==> config.mk <==
export PLATFORM = sky130hd
export DESIGN_NAME = session_slot_balancer
export DESIGN_NICKNAME = d
export VERILOG_FILES = /design/src/hdl/ssb_pkg.sv /design/src/hdl/ssb_disp_table.sv /design/src/hdl/session_slot_balancer.sv
export SDC_FILE = /design/constraint.sdc
export NUM_CORES = 2
export LEC_CHECK = 0
export BUFFER_PORTS_ARGS = -buffer_cell sky130_fd_sc_hd__buf_2
export CAP_MARGIN = 5
export CELL_PAD_IN_SITES_DETAIL_PLACEMENT = 1
export CELL_PAD_IN_SITES_GLOBAL_PLACEMENT = 1
export CORE_MARGIN = 1.5
export CORE_UTILIZATION = 30
export DETAILED_ROUTE_END_ITERATION = 10
export GPL_TIMING_DRIVEN = 0
export PLACE_DENSITY_LB_ADDON = 0.15
export SYNTH_ARGS = -nofsm -noshare
export SYNTH_HDL_FRONTEND = slang
export SYNTH_SLANG_ARGS = --single-unit
export TNS_END_PERCENT = 20
==> constraint.sdc <==
create_clock -name clk_i -period 5.2 [get_ports clk_i]
set_clock_uncertainty 0.05 [all_clocks]
set_input_delay 1.04 -clock clk_i [delete_from_list [all_inputs] [get_ports clk_i]]
set_output_delay 1.04 -clock clk_i [all_outputs]
set_load 0.005 [all_outputs]
==> src/hdl/ssb_pkg.sv <==
// Shared types and constants for the session slot balancer.
`default_nettype none
package ssb_pkg;

  localparam int unsigned SlotsDefault       = 32;
  localparam int unsigned DispatchersDefault = 16;

  // opcodes
  localparam logic [1:0] OP_NEW    = 2'd0;
  localparam logic [1:0] OP_ACK    = 2'd1;
  localparam logic [1:0] OP_TICK   = 2'd2;
  localparam logic [1:0] OP_STATUS = 2'd3;

  // result kinds
  localparam logic [3:0] RK_ACCEPTED   = 4'd0;
  localparam logic [3:0] RK_TABLE_FULL = 4'd1;
  localparam logic [3:0] RK_FORWARDED  = 4'd2;
  localparam logic [3:0] RK_DEFERRED   = 4'd3;
  localparam logic [3:0] RK_CLOSED     = 4'd4;
  localparam logic [3:0] RK_NACK       = 4'd5;
  localparam logic [3:0] RK_STALE      = 4'd6;
  localparam logic [3:0] RK_TIMED_OUT  = 4'd7;
  localparam logic [3:0] RK_STATUS     = 4'd8;
  localparam logic [3:0] RK_TICK_DONE  = 4'd9;

  // configuration register indexes
  localparam logic [1:0] CFG_SLOTS   = 2'd0;
  localparam logic [1:0] CFG_DISP    = 2'd1;
  localparam logic [1:0] CFG_LIMIT   = 2'd2;
  localparam logic [1:0] CFG_TIMEOUT = 2'd3;

  localparam logic [5:0]  SlotsInUseReset = 6'd32;
  localparam logic [4:0]  DispInUseReset  = 5'd16;
  localparam logic [15:0] DispLimitReset  = 16'hFFFF;
  localparam logic [31:0] TimeoutReset    = 32'd60;

  // control from the sequencer to the dispatcher table
  typedef struct packed {
    logic        start;     // begin a least-load scan
    logic        commit;    // charge the picked dispatcher
    logic        st_we;     // status write
    logic [3:0]  st_idx;
    logic [15:0] st_load;
    logic        st_ready;
  } disp_ctrl_t;

  // scan status back to the sequencer
  typedef struct packed {
    logic       busy;
    logic       found;
    logic [3:0] pick;
  } disp_stat_t;

endpackage
`default_nettype wire

==> src/hdl/ssb_disp_table.sv <==
// Dispatcher load/ready table with a one-entry-per-cycle least-load scan.
`default_nettype none
module ssb_disp_table #(
  parameter int unsigned DISPATCHERS = ssb_pkg::DispatchersDefault
) (
  input  wire logic               clk_i,
  input  wire logic               rst_ni,
  input  wire logic [4:0]         disp_in_use_i,
  input  wire logic [15:0]        disp_limit_i,
  input  wire ssb_pkg::disp_ctrl_t ctrl_i,
  output ssb_pkg::disp_stat_t     stat_o
);
  import ssb_pkg::*;

  localparam int unsigned DW  = (DISPATCHERS > 1) ? $clog2(DISPATCHERS) : 1;
  localparam int unsigned DCW = $clog2(DISPATCHERS + 1);

  logic [15:0]    load_q [DISPATCHERS];
  logic           rdy_q  [DISPATCHERS];
  logic           scan_q;
  logic [DCW-1:0] d_q;
  logic [15:0]    best_q;
  logic [DW-1:0]  pick_q;
  logic           fv_q;

  logic [31:0]    dlim32;
  logic [DCW-1:0] dlim;
  logic           hit;

  assign dlim32 = (32'(disp_in_use_i) > DISPATCHERS) ? DISPATCHERS : 32'(disp_in_use_i);
  assign dlim   = DCW'(dlim32);
  assign hit    = rdy_q[d_q[DW-1:0]] && (load_q[d_q[DW-1:0]] < best_q);

  // scan over the dispatchers in use
  always_ff @(posedge clk_i or negedge rst_ni) begin
    if (!rst_ni) begin
      scan_q <= 1'b0;
      d_q    <= '0;
      best_q <= '0;
      pick_q <= '0;
      fv_q   <= 1'b0;
    end else if (ctrl_i.start) begin
      scan_q <= 1'b1;
      d_q    <= '0;
      best_q <= disp_limit_i;
      fv_q   <= 1'b0;
    end else if (scan_q) begin
      if (d_q < dlim) begin
        if (hit) begin
          best_q <= load_q[d_q[DW-1:0]];
          pick_q <= d_q[DW-1:0];
          fv_q   <= 1'b1;
        end
        d_q <= d_q + DCW'(1);
      end else begin
        scan_q <= 1'b0;
      end
    end
  end

  // status writes and load charging
  always_ff @(posedge clk_i or negedge rst_ni) begin
    if (!rst_ni) begin
      for (int i = 0; i < int'(DISPATCHERS); i++) begin
        load_q[i] <= '0;
        rdy_q[i]  <= 1'b1;
      end
    end else if (ctrl_i.st_we) begin
      if (32'(ctrl_i.st_idx) < DISPATCHERS) begin
        load_q[DW'(ctrl_i.st_idx)] <= ctrl_i.st_load;
        rdy_q[DW'(ctrl_i.st_idx)]  <= ctrl_i.st_ready;
      end
    end else if (ctrl_i.commit && fv_q) begin
      if (best_q != 16'hFFFF) begin
        load_q[pick_q] <= best_q + 16'd1;
      end
    end
  end

  assign stat_o.busy  = scan_q;
  assign stat_o.found = fv_q;
  assign stat_o.pick  = 4'(pick_q);

endmodule
`default_nettype wire

==> src/hdl/session_slot_balancer.sv <==
// Top level: slot table sequencer, slot memory and configuration registers.
//
// Usage: an item is accepted when start is high and busy is low.
// Results appear on the result ports for one cycle each, marked by
// result_valid_o, and cannot be held off; last_o marks the final
// result of an item. Configuration writes go over cfg_valid_i/cfg_ready_o
// (always ready) with cfg_index_i and cfg_data_i; the user must write
// them only while idle; the block itself does not enforce it.
// Timing: a status item gives its result in the cycle after acceptance
// and never raises busy. An ack reads the slot memory, then checks the
// entry. A new connection scans the slots one per cycle, then scans the
// dispatchers one per cycle. A tick scans the slots in use for expiry,
// reading the memory for each held slot, then again for retries, each
// retry costing a dispatcher scan. Sequence numbers and stamps sit in a
// synchronous memory with a registered read; the memory reads and the
// scans set the rate. Reset empties the table, zeroes loads and marks all
// dispatchers ready; no clearing pass is needed.
`default_nettype none
module session_slot_balancer #(
  parameter int unsigned SLOTS       = ssb_pkg::SlotsDefault,
  parameter int unsigned DISPATCHERS = ssb_pkg::DispatchersDefault
) (
  input  wire logic        clk_i,
  input  wire logic        rst_ni,
  input  wire logic        start,
  output logic             busy,
  input  wire logic [1:0]  opcode_i,
  input  wire logic [31:0] now_time_i,
  input  wire logic [4:0]  slot_index_i,
  input  wire logic [31:0] ack_sequence_i,
  input  wire logic        ack_ok_i,
  input  wire logic [3:0]  dispatcher_index_i,
  input  wire logic [15:0] dispatcher_load_in_i,
  input  wire logic        dispatcher_ready_in_i,
  input  wire logic        cfg_valid_i,
  output logic             cfg_ready_o,
  input  wire logic [1:0]  cfg_index_i,
  input  wire logic [31:0] cfg_data_i,
  output logic             result_valid_o,
  output logic [3:0]       result_kind_o,
  output logic [4:0]       slot_o,
  output logic [3:0]       dispatcher_o,
  output logic [31:0]      sequence_res_o,
  output logic [5:0]       current_count_o,
  output logic [5:0]       highwater_o,
  output logic             last_o
);
  import ssb_pkg::*;

  localparam int unsigned SAW = (SLOTS > 1) ? $clog2(SLOTS) : 1;
  localparam int unsigned SCW = $clog2(SLOTS + 1);

  localparam logic [3:0] S_IDLE     = 4'd0;
  localparam logic [3:0] S_NC_SCAN  = 4'd1;
  localparam logic [3:0] S_NC_ACK   = 4'd2;
  localparam logic [3:0] S_FWD_SCAN = 4'd3;
  localparam logic [3:0] S_FWD_EMIT = 4'd4;
  localparam logic [3:0] S_ACK_CHK  = 4'd5;
  localparam logic [3:0] S_TO_SCAN  = 4'd6;
  localparam logic [3:0] S_TO_CHK   = 4'd7;
  localparam logic [3:0] S_RT_SCAN  = 4'd8;
  localparam logic [3:0] S_RT_SEQ   = 4'd9;

  // configuration
  logic [5:0]  slots_cfg_q;
  logic [4:0]  disp_cfg_q;
  logic [15:0] limit_cfg_q;
  logic [31:0] timeout_cfg_q;

  assign cfg_ready_o = 1'b1;

  always_ff @(posedge clk_i or negedge rst_ni) begin
    if (!rst_ni) begin
      slots_cfg_q   <= SlotsInUseReset;
      disp_cfg_q    <= DispInUseReset;
      limit_cfg_q   <= DispLimitReset;
      timeout_cfg_q <= TimeoutReset;
    end else if (cfg_valid_i) begin
      unique case (cfg_index_i)
        CFG_SLOTS:   slots_cfg_q   <= cfg_data_i[5:0];
        CFG_DISP:    disp_cfg_q    <= cfg_data_i[4:0];
        CFG_LIMIT:   limit_cfg_q   <= cfg_data_i[15:0];
        CFG_TIMEOUT: timeout_cfg_q <= cfg_data_i;
        default: ;
      endcase
    end
  end

  logic [31:0]    slim32;
  logic [SCW-1:0] slim;
  assign slim32 = (32'(slots_cfg_q) > SLOTS) ? SLOTS : 32'(slots_cfg_q);
  assign slim   = SCW'(slim32);

  // sequencer registers
  logic [3:0]     st_q, st_d;
  logic [1:0]     op_q, op_d;
  logic [31:0]    now_q, now_d;
  logic [31:0]    aseq_q, aseq_d;
  logic [4:0]     sidx_q, sidx_d;
  logic           aok_q, aok_d;
  logic [SCW-1:0] idx_q, idx_d;
  logic [SAW-1:0] found_q, found_d;
  logic           fv_q, fv_d;
  logic [SCW-1:0] cnt_q, cnt_d;
  logic [SCW-1:0] peak_q, peak_d;
  logic [31:0]    ctr_q, ctr_d;
  logic [31:0]    seq_q, seq_d;
  logic [SAW-1:0] cur_q, cur_d;

  // slot flags
  logic           used_q [SLOTS];
  logic           fwd_q  [SLOTS];
  logic           u_we, u_val, f_we, f_val;
  logic [SAW-1:0] flag_idx;

  // slot memory: {sequence, stamp}
  logic [63:0]    mem_q [SLOTS];
  logic [63:0]    rd_q;
  logic           m_we, m_re;
  logic [SAW-1:0] m_waddr, m_raddr;
  logic [63:0]    m_wdata;

  // result register
  logic        ov_q, ov_d, last_q, last_d;
  logic [3:0]  kind_q, kind_d, disp_q, disp_d;
  logic [4:0]  slot_q, slot_d;
  logic [31:0] rseq_q, rseq_d;
  logic [5:0]  cur_cnt_q, cur_cnt_d;

  disp_ctrl_t dctl;
  disp_stat_t dst;

  logic [SAW-1:0] scan_idx, ack_idx;
  logic           ack_in_range, stale, expired;

  assign scan_idx     = idx_q[SAW-1:0];
  assign ack_idx      = SAW'(sidx_q);
  assign ack_in_range = 32'(sidx_q) < SLOTS;
  assign stale        = !ack_in_range || !used_q[ack_idx] || (rd_q[63:32] != aseq_q);
  assign expired      = (now_q - rd_q[31:0]) > timeout_cfg_q;

  always_comb begin
    st_d = st_q; op_d = op_q; now_d = now_q; aseq_d = aseq_q; sidx_d = sidx_q;
    aok_d = aok_q; idx_d = idx_q; found_d = found_q; fv_d = fv_q; cnt_d = cnt_q;
    peak_d = peak_q; ctr_d = ctr_q; seq_d = seq_q; cur_d = cur_q;
    u_we = 1'b0; u_val = 1'b0; f_we = 1'b0; f_val = 1'b0; flag_idx = '0;
    m_we = 1'b0; m_re = 1'b0; m_waddr = '0; m_raddr = '0; m_wdata = '0;
    ov_d = 1'b0; last_d = 1'b0; kind_d = RK_ACCEPTED; disp_d = '0; slot_d = '0;
    rseq_d = '0; cur_cnt_d = '0;
    dctl = '0;

    unique case (st_q)
      S_IDLE: begin
        if (start) begin
          op_d = opcode_i; now_d = now_time_i; aseq_d = ack_sequence_i;
          sidx_d = slot_index_i; aok_d = ack_ok_i;
          idx_d = '0; fv_d = 1'b0; cnt_d = '0;
          unique case (opcode_i)
            OP_NEW: begin
              ctr_d = ctr_q + 32'd1;
              st_d  = S_NC_SCAN;
            end
            OP_ACK: begin
              m_re    = 1'b1;
              m_raddr = SAW'(slot_index_i);
              st_d    = S_ACK_CHK;
            end
            OP_TICK: st_d = S_TO_SCAN;
            OP_STATUS: begin
              dctl.st_we    = 1'b1;
              dctl.st_idx   = dispatcher_index_i;
              dctl.st_load  = dispatcher_load_in_i;
              dctl.st_ready = dispatcher_ready_in_i;
              ov_d = 1'b1; last_d = 1'b1; kind_d = RK_STATUS;
              disp_d = dispatcher_index_i;
            end
            default: ;
          endcase
        end
      end

      // first free slot and occupancy count
      S_NC_SCAN: begin
        if (idx_q < slim) begin
          if (!used_q[scan_idx]) begin
            if (!fv_q) begin
              found_d = scan_idx;
              fv_d    = 1'b1;
              cnt_d   = cnt_q + SCW'(1);
            end
          end else begin
            cnt_d = cnt_q + SCW'(1);
          end
          idx_d = idx_q + SCW'(1);
        end else if (!fv_q) begin
          ov_d = 1'b1; last_d = 1'b1; kind_d = RK_TABLE_FULL; rseq_d = ctr_q;
          st_d = S_IDLE;
        end else begin
          u_we = 1'b1; u_val = 1'b1; f_we = 1'b1; f_val = 1'b0; flag_idx = found_q;
          m_we = 1'b1; m_waddr = found_q; m_wdata = {ctr_q, now_q};
          if (cnt_q > peak_q) peak_d = cnt_q;
          st_d = S_NC_ACK;
        end
      end

      S_NC_ACK: begin
        ov_d = 1'b1; kind_d = RK_ACCEPTED; slot_d = 5'(found_q);
        rseq_d = ctr_q; cur_cnt_d = 6'(cnt_q);
        seq_d = ctr_q; cur_d = found_q;
        dctl.start = 1'b1;
        st_d = S_FWD_SCAN;
      end

      S_FWD_SCAN: begin
        if (!dst.busy) st_d = S_FWD_EMIT;
      end

      S_FWD_EMIT: begin
        dctl.commit = 1'b1;
        ov_d = 1'b1; slot_d = 5'(cur_q); rseq_d = seq_q;
        if (dst.found) begin
          kind_d = RK_FORWARDED; disp_d = dst.pick;
          f_we = 1'b1; f_val = 1'b1; flag_idx = cur_q;
        end else begin
          kind_d = RK_DEFERRED;
        end
        if (op_q == OP_NEW) begin
          last_d = 1'b1;
          st_d   = S_IDLE;
        end else begin
          idx_d = idx_q + SCW'(1);
          st_d  = S_RT_SCAN;
        end
      end

      S_ACK_CHK: begin
        ov_d = 1'b1; last_d = 1'b1; slot_d = sidx_q; rseq_d = aseq_q;
        flag_idx = ack_idx;
        if (stale) begin
          kind_d = RK_STALE;
        end else if (aok_q) begin
          kind_d = RK_CLOSED;
          u_we = 1'b1; f_we = 1'b1;
        end else begin
          kind_d = RK_NACK;
          f_we = 1'b1;
        end
        st_d = S_IDLE;
      end

      // expiry pass
      S_TO_SCAN: begin
        if (idx_q < slim) begin
          if (used_q[scan_idx]) begin
            m_re = 1'b1; m_raddr = scan_idx;
            st_d = S_TO_CHK;
          end else begin
            idx_d = idx_q + SCW'(1);
          end
        end else begin
          idx_d = '0;
          st_d  = S_RT_SCAN;
        end
      end

      S_TO_CHK: begin
        if (expired) begin
          ov_d = 1'b1; kind_d = RK_TIMED_OUT; slot_d = 5'(scan_idx);
          rseq_d = rd_q[63:32];
          u_we = 1'b1; f_we = 1'b1; flag_idx = scan_idx;
        end
        idx_d = idx_q + SCW'(1);
        st_d  = S_TO_SCAN;
      end

      // retry pass
      S_RT_SCAN: begin
        if (idx_q < slim) begin
          if (used_q[scan_idx] && !fwd_q[scan_idx]) begin
            m_re = 1'b1; m_raddr = scan_idx;
            st_d = S_RT_SEQ;
          end else begin
            idx_d = idx_q + SCW'(1);
          end
        end else begin
          ov_d = 1'b1; last_d = 1'b1; kind_d = RK_TICK_DONE;
          st_d = S_IDLE;
        end
      end

      S_RT_SEQ: begin
        seq_d = rd_q[63:32];
        cur_d = scan_idx;
        dctl.start = 1'b1;
        st_d = S_FWD_SCAN;
      end

      default: st_d = S_IDLE;
    endcase
  end

  always_ff @(posedge clk_i or negedge rst_ni) begin
    if (!rst_ni) begin
      st_q   <= S_IDLE;
      ctr_q  <= '0;
      peak_q <= '0;
      ov_q   <= 1'b0;
      fv_q   <= 1'b0;
      idx_q  <= '0;
      cnt_q  <= '0;
      op_q   <= OP_NEW;
    end else begin
      st_q   <= st_d;
      ctr_q  <= ctr_d;
      peak_q <= peak_d;
      ov_q   <= ov_d;
      fv_q   <= fv_d;
      idx_q  <= idx_d;
      cnt_q  <= cnt_d;
      op_q   <= op_d;
    end
  end

  // payload registers
  always_ff @(posedge clk_i) begin
    now_q <= now_d; aseq_q <= aseq_d; sidx_q <= sidx_d; aok_q <= aok_d;
    found_q <= found_d; seq_q <= seq_d; cur_q <= cur_d;
    last_q <= last_d; kind_q <= kind_d; disp_q <= disp_d; slot_q <= slot_d;
    rseq_q <= rseq_d; cur_cnt_q <= cur_cnt_d;
  end

  // slot flags
  always_ff @(posedge clk_i or negedge rst_ni) begin
    if (!rst_ni) begin
      for (int i = 0; i < int'(SLOTS); i++) begin
        used_q[i] <= 1'b0;
        fwd_q[i]  <= 1'b0;
      end
    end else begin
      if (u_we) used_q[flag_idx] <= u_val;
      if (f_we) fwd_q[flag_idx]  <= f_val;
    end
  end

  // slot memory
  always_ff @(posedge clk_i) begin
    if (m_we) mem_q[m_waddr] <= m_wdata;
    if (m_re) rd_q <= mem_q[m_raddr];
  end

  ssb_disp_table #(
    .DISPATCHERS(DISPATCHERS)
  ) u_disp (
    .clk_i        (clk_i),
    .rst_ni       (rst_ni),
    .disp_in_use_i(disp_cfg_q),
    .disp_limit_i (limit_cfg_q),
    .ctrl_i       (dctl),
    .stat_o       (dst)
  );

  assign busy            = (st_q != S_IDLE);
  assign result_valid_o  = ov_q;
  assign result_kind_o   = kind_q;
  assign slot_o          = slot_q;
  assign dispatcher_o    = disp_q;
  assign sequence_res_o  = rseq_q;
  assign current_count_o = cur_cnt_q;
  assign highwater_o     = 6'(peak_q);
  assign last_o          = last_q;

  // non-status items raise busy in the cycle after they are accepted
  a_busy_after_start: assert property (@(posedge clk_i) disable iff (!rst_ni)
    (start && !busy && opcode_i != OP_STATUS) |=> busy)
    else $error("busy not raised after accepted item");

  // the final result of an item is shown only once the sequencer is idle
  a_last_idle: assert property (@(posedge clk_i) disable iff (!rst_ni)
    (result_valid_o && last_o) |-> !busy)
    else $error("final result while still busy");

  // high-water mark never exceeds the table
  a_peak_bound: assert property (@(posedge clk_i) disable iff (!rst_ni)
    32'(peak_q) <= SLOTS)
    else $error("high-water mark beyond table size");

endmodule
`default_nettype wire
==> impl.org <==
** Layout
- Most common library cell in the layout ignoring fill and taps :: sky130_fd_sc_hd__edfxtp_1
- Layout net count :: 9140
- In the final layout, the share of cells above drive strength 1 is 0.219.
- For this run, the share of the core covered by cells in the final layout is 0.369.
- Post-synthesis to final-layout area growth :: 22.1%
- Highest-count cells in the layout ignoring fill and taps :: 2224 x sky130_fd_sc_hd__edfxtp_1, 1322 x sky130_fd_sc_hd__nand2_1, 441 x sky130_fd_sc_hd__dfrtp_1, 371 x sky130_fd_sc_hd__o22ai_1, 343 x sky130_fd_sc_hd__clkbuf_16

** Die
- Floorplan Core Area :: 380000 µm²
- The die covers between 300000 and 400000 µm².
- The die is about 620 µm wide.
- Num rows :: 226
- The initial utilization of the core area, before any placement, comes to 0.302.
- The floorplan step set the die height to 621 µm.
- Count of boundary I/O pins :: 192

** STA
- Post-route minimum period :: 6.28 ns
- In this run the tightest slew margin relative to its limit is 0.0274.
- Max-slew violations :: 0
- Pin slew with the least headroom to its limit :: 1.45 ns
- Total count of hold-check failures in the final report :: 0
- After layout, the worst setup slack is -1.08 ns.
- Final Setup Violations :: 121
- F_max :: roughly 160 MHz
- Unrepaired setup endpoints after global routing :: true
- Summed over all failing endpoints, the final setup total negative slack is -75.26 ns.
- Final worst-path cycle share :: 1.21

** Route
- The first routing iteration left between 9000 and 10000 violations.
- Initial DRT Pass Iterations :: 8
- Dividing the detail-routed via count by the number of cells gives 5.65.
- In the routed design, unresolved DRC markers number 0.
- Average detailed-routed wire length per instance :: 35.0 µm
- Remaining number of nets flagged by the antenna check after routing :: 0
- Total wire length after detailed routing :: 497 mm
- The routed layout has 80300 vias.

** CTS
- The clock reaches the later pin of the worst-skew pair after 0.95 ns.
- For this design, the sink count on the clock tree is 2756.
- Root buffer selected by CTS :: sky130_fd_sc_hd__clkbuf_16
- Clock transition at the register clock pins on the worst setup and hold paths after CTS :: 0.06 ns
- Maximum level of the CTS H-tree :: 5
- Buffers inserted during clock tree synthesis total around 320.
- TritonCTS built the clock tree.
- The clock passes through at most 4 buffers.
- Number of hold buffers added after CTS :: 0

** Global routing
- Fraction of met2 tracks used by global routing :: 0.402
- Global Route Usage Sum :: 0.251
- Number of global-route vias before repair :: 81600
- Overall overflow remaining after global route :: 0
- Global routing usage on met3 :: 0.0369
- In the global route stage, met1 resource usage came out at 0.345.
- Pin count of the biggest net entering global routing :: 117
- The first global-routing pass estimated about 700 mm of wire.
- The initial antenna violation count is 74.
- Highest-utilization routing layer at the global route stage :: met2

** Job
- Across the run, the number of max-cap violations was 0.

** Synth
- Of all flip-flops after synthesis, the portion carrying an async set or reset was 0.174.
- Synthesis produced a netlist with a net count of about 8400.
- The synthesized netlist contains 92 unique library cells.
- Area share of the leading cell type in the synthesized netlist :: 0.582
- Top FF cell, synth :: sky130_fd_sc_hd__edfxtp_1
- Area of the mapped netlist :: 115000 µm²
- Mean post-synth cell area :: between 10 and 15 µm²
- EDFF count, synth :: 2224
- Number of instances in the synthesized netlist :: 8115
- During synthesis, Yosys emitted a total of 0 warnings.
- For this run, the register share of the synthesized area comes to 0.697.
- Synthesis inferred 2756 register bits.
- After synthesis, the cell types taking the most area are sky130_fd_sc_hd__edfxtp_1 58%, sky130_fd_sc_hd__dfrtp_1 9.6%, sky130_fd_sc_hd__nand2_1 4.5%.
- Of all cell types, the one taking the most synthesized area is sky130_fd_sc_hd__edfxtp_1.

** Outcome
- The final reports fail on negative setup slack.
- The run finished, with violations left.

** Power
- Ratio of total power to cell area :: 420 nW/µm²
- Worst voltage drop across the vdd grid :: 0.000264 V
- Leakage component of the power :: 0.0523 µW

** Hold path
- The tightest min-delay check is of the primary input to asynchronous set/reset pin type.

** Worst setup path
- Data on the critical path is required at its endpoint by 5.97 ns.
- The critical path is of the register to register type.
- Cell repeated most along the worst path :: sky130_fd_sc_hd__nand4_1
- In this design, the stage delay of the slowest critical-path cell is 0.51 ns.
- Number of buffer and inverter instances along the worst setup path :: 5
- Cell with the biggest individual delay on the critical path :: sky130_fd_sc_hd__edfxtp_1
- Of all nets on the critical path, the largest fanout is 6.
- The cell family contributing the most delay on the critical path is compound AO/OA/AOI/OAI gates.
- Data on the critical path arrives at its endpoint at 7.05 ns.
- STA classifies the critical path startpoint as a register.
- Critical path capture point type :: register

** Place
- The congestion estimate from routability-driven global placement came to between 0.8 and 0.9.
- DP HPWL :: 360 mm
- Input/output buffers :: 188
[path summary, 6_finish.rpt]
path	startpoint	endpoint	slack (ns)	cells past startpoint
worst max-delay path	rd_q[8]$_DFFE_PP_	used_q[8]$_DFFE_PN0P_	-1.08	26
worst min-delay path	rst_ni	u_disp.load_q[120]$_DFFE_PN0P_	0.04	1
worst max register to register	rd_q[8]$_DFFE_PP_	used_q[8]$_DFFE_PN0P_	-1.08	26
worst min register to register	u_disp.rdy_q[14]$_DFFE_PN1P_	u_disp.rdy_q[14]$_DFFE_PN1P_	0.43	2
max in group asynchronous	rst_ni	ctr_q[22]$_DFFE_PN0P_	3.41	3
min in group clk_i	now_time_i[3]	now_q[3]$_DFFE_PP_	0.22	1
[layer usage]
layer | share of wire | wire length [µm]
met1 | 0.43 | 212000
met2 | 0.47 | 231000
met3 | 0.068 | 34000
met4 | 0.039 | 19300
met5 | 0.00013 | 63
[synth_stat cells, drive strengths merged (38+ instances only)]
master  count
edfxtp   2224
nand2    1382
dfrtp     442
o22ai     401
clkbuf    391
a21oi     298
a22o      249
a211oi    222
a32oi     206
buf       206
mux4      167
and3      163
mux2      153
nand3     151
a31oi     140
nor2      124
inv       106
ha        103
o21ai      91
xnor2      90
mux2i      80
and2       78
nor3       54
dfxtp      52
nor4       49
nand4      48
a221o      47
o221ai     40
dfstp      38
[area by class of cell]
| class | count | area [µm²] |
|---|---|---|
| antenna | 27 | 67.6 |
| buffer | 589 | 3340 |
| clock buffer | 428 | 8850 |
| clock inverter | 154 | 1370 |
| fill | 39100 | 240000 |
| inverter | 106 | 404 |
| multi-input combinational | 4656 | 34200 |
| sequential | 2756 | 79900 |
| tap | 5016 | 6280 |
| timing repair buffer | 475 | 5700 |
[registers in the layout, summed over array words and instances, names as in the netlist, 6 cells and up]
register	count
now_q	32
current_count_o	6
slots_cfg_q	6
limit_cfg_q	16
ctr_q	32
sequence_res_o	32
fwd_q	32
timeout_cfg_q	32
u_disp.rdy_q	16
mem_q	2048
idx_q	6
highwater_o	6
u_disp.load_q	256
rd_q	64
aseq_q	32
seq_q	32
u_disp.best_q	16
used_q	32
cnt_q	6
[repair_timing]
action | CTS | global route
pin swaps | 89 | 49
resized for setup | 668 | 139
setup endpoints to repair | 2842 | 346
cloned | 3 | 0
buffers inserted | 89 | 24
[report_power, final]
group / internal (µW) / switching (µW)
registers: 24800 / 851
clock network: 13000 / 9560
logic: 3510 / 7190
[stage by stage]
stage / cell area (µm²) / hold WS [ns] / cells / power [µW] / setup slack [ns]
detailed placement: 126000 / 0.424 / 13500 / 35900 / -3.16
global route: 140000 / 0.0674 / 14200 / 60600 / -1.29
CTS: 139000 / 0.0244 / 14100 / 59000 / -0.987
floorplan: 115000 / 0.398 / 8115 / 30900 / -0.360
global placement: 122000 / 0.415 / 13300 / 35500 / -7.80
finish: 140000 / 0.0416 / 14200 / 58800 / -1.08
[cells by family after synthesis]
logic type / after synthesis / synth area share
compound gates: 1897 / 0.119
xor+xnor: 110 / 0.00840
fa+ha+maj: 104 / 0.0114
buf+inv: 703 / 0.0271
flops: 2756 / 0.697
mux: 400 / 0.0548
other cells: 1 / 0.0000327
simple gates: 2144 / 0.0830
Note: power is estimated with default switching activity, not from simulation.
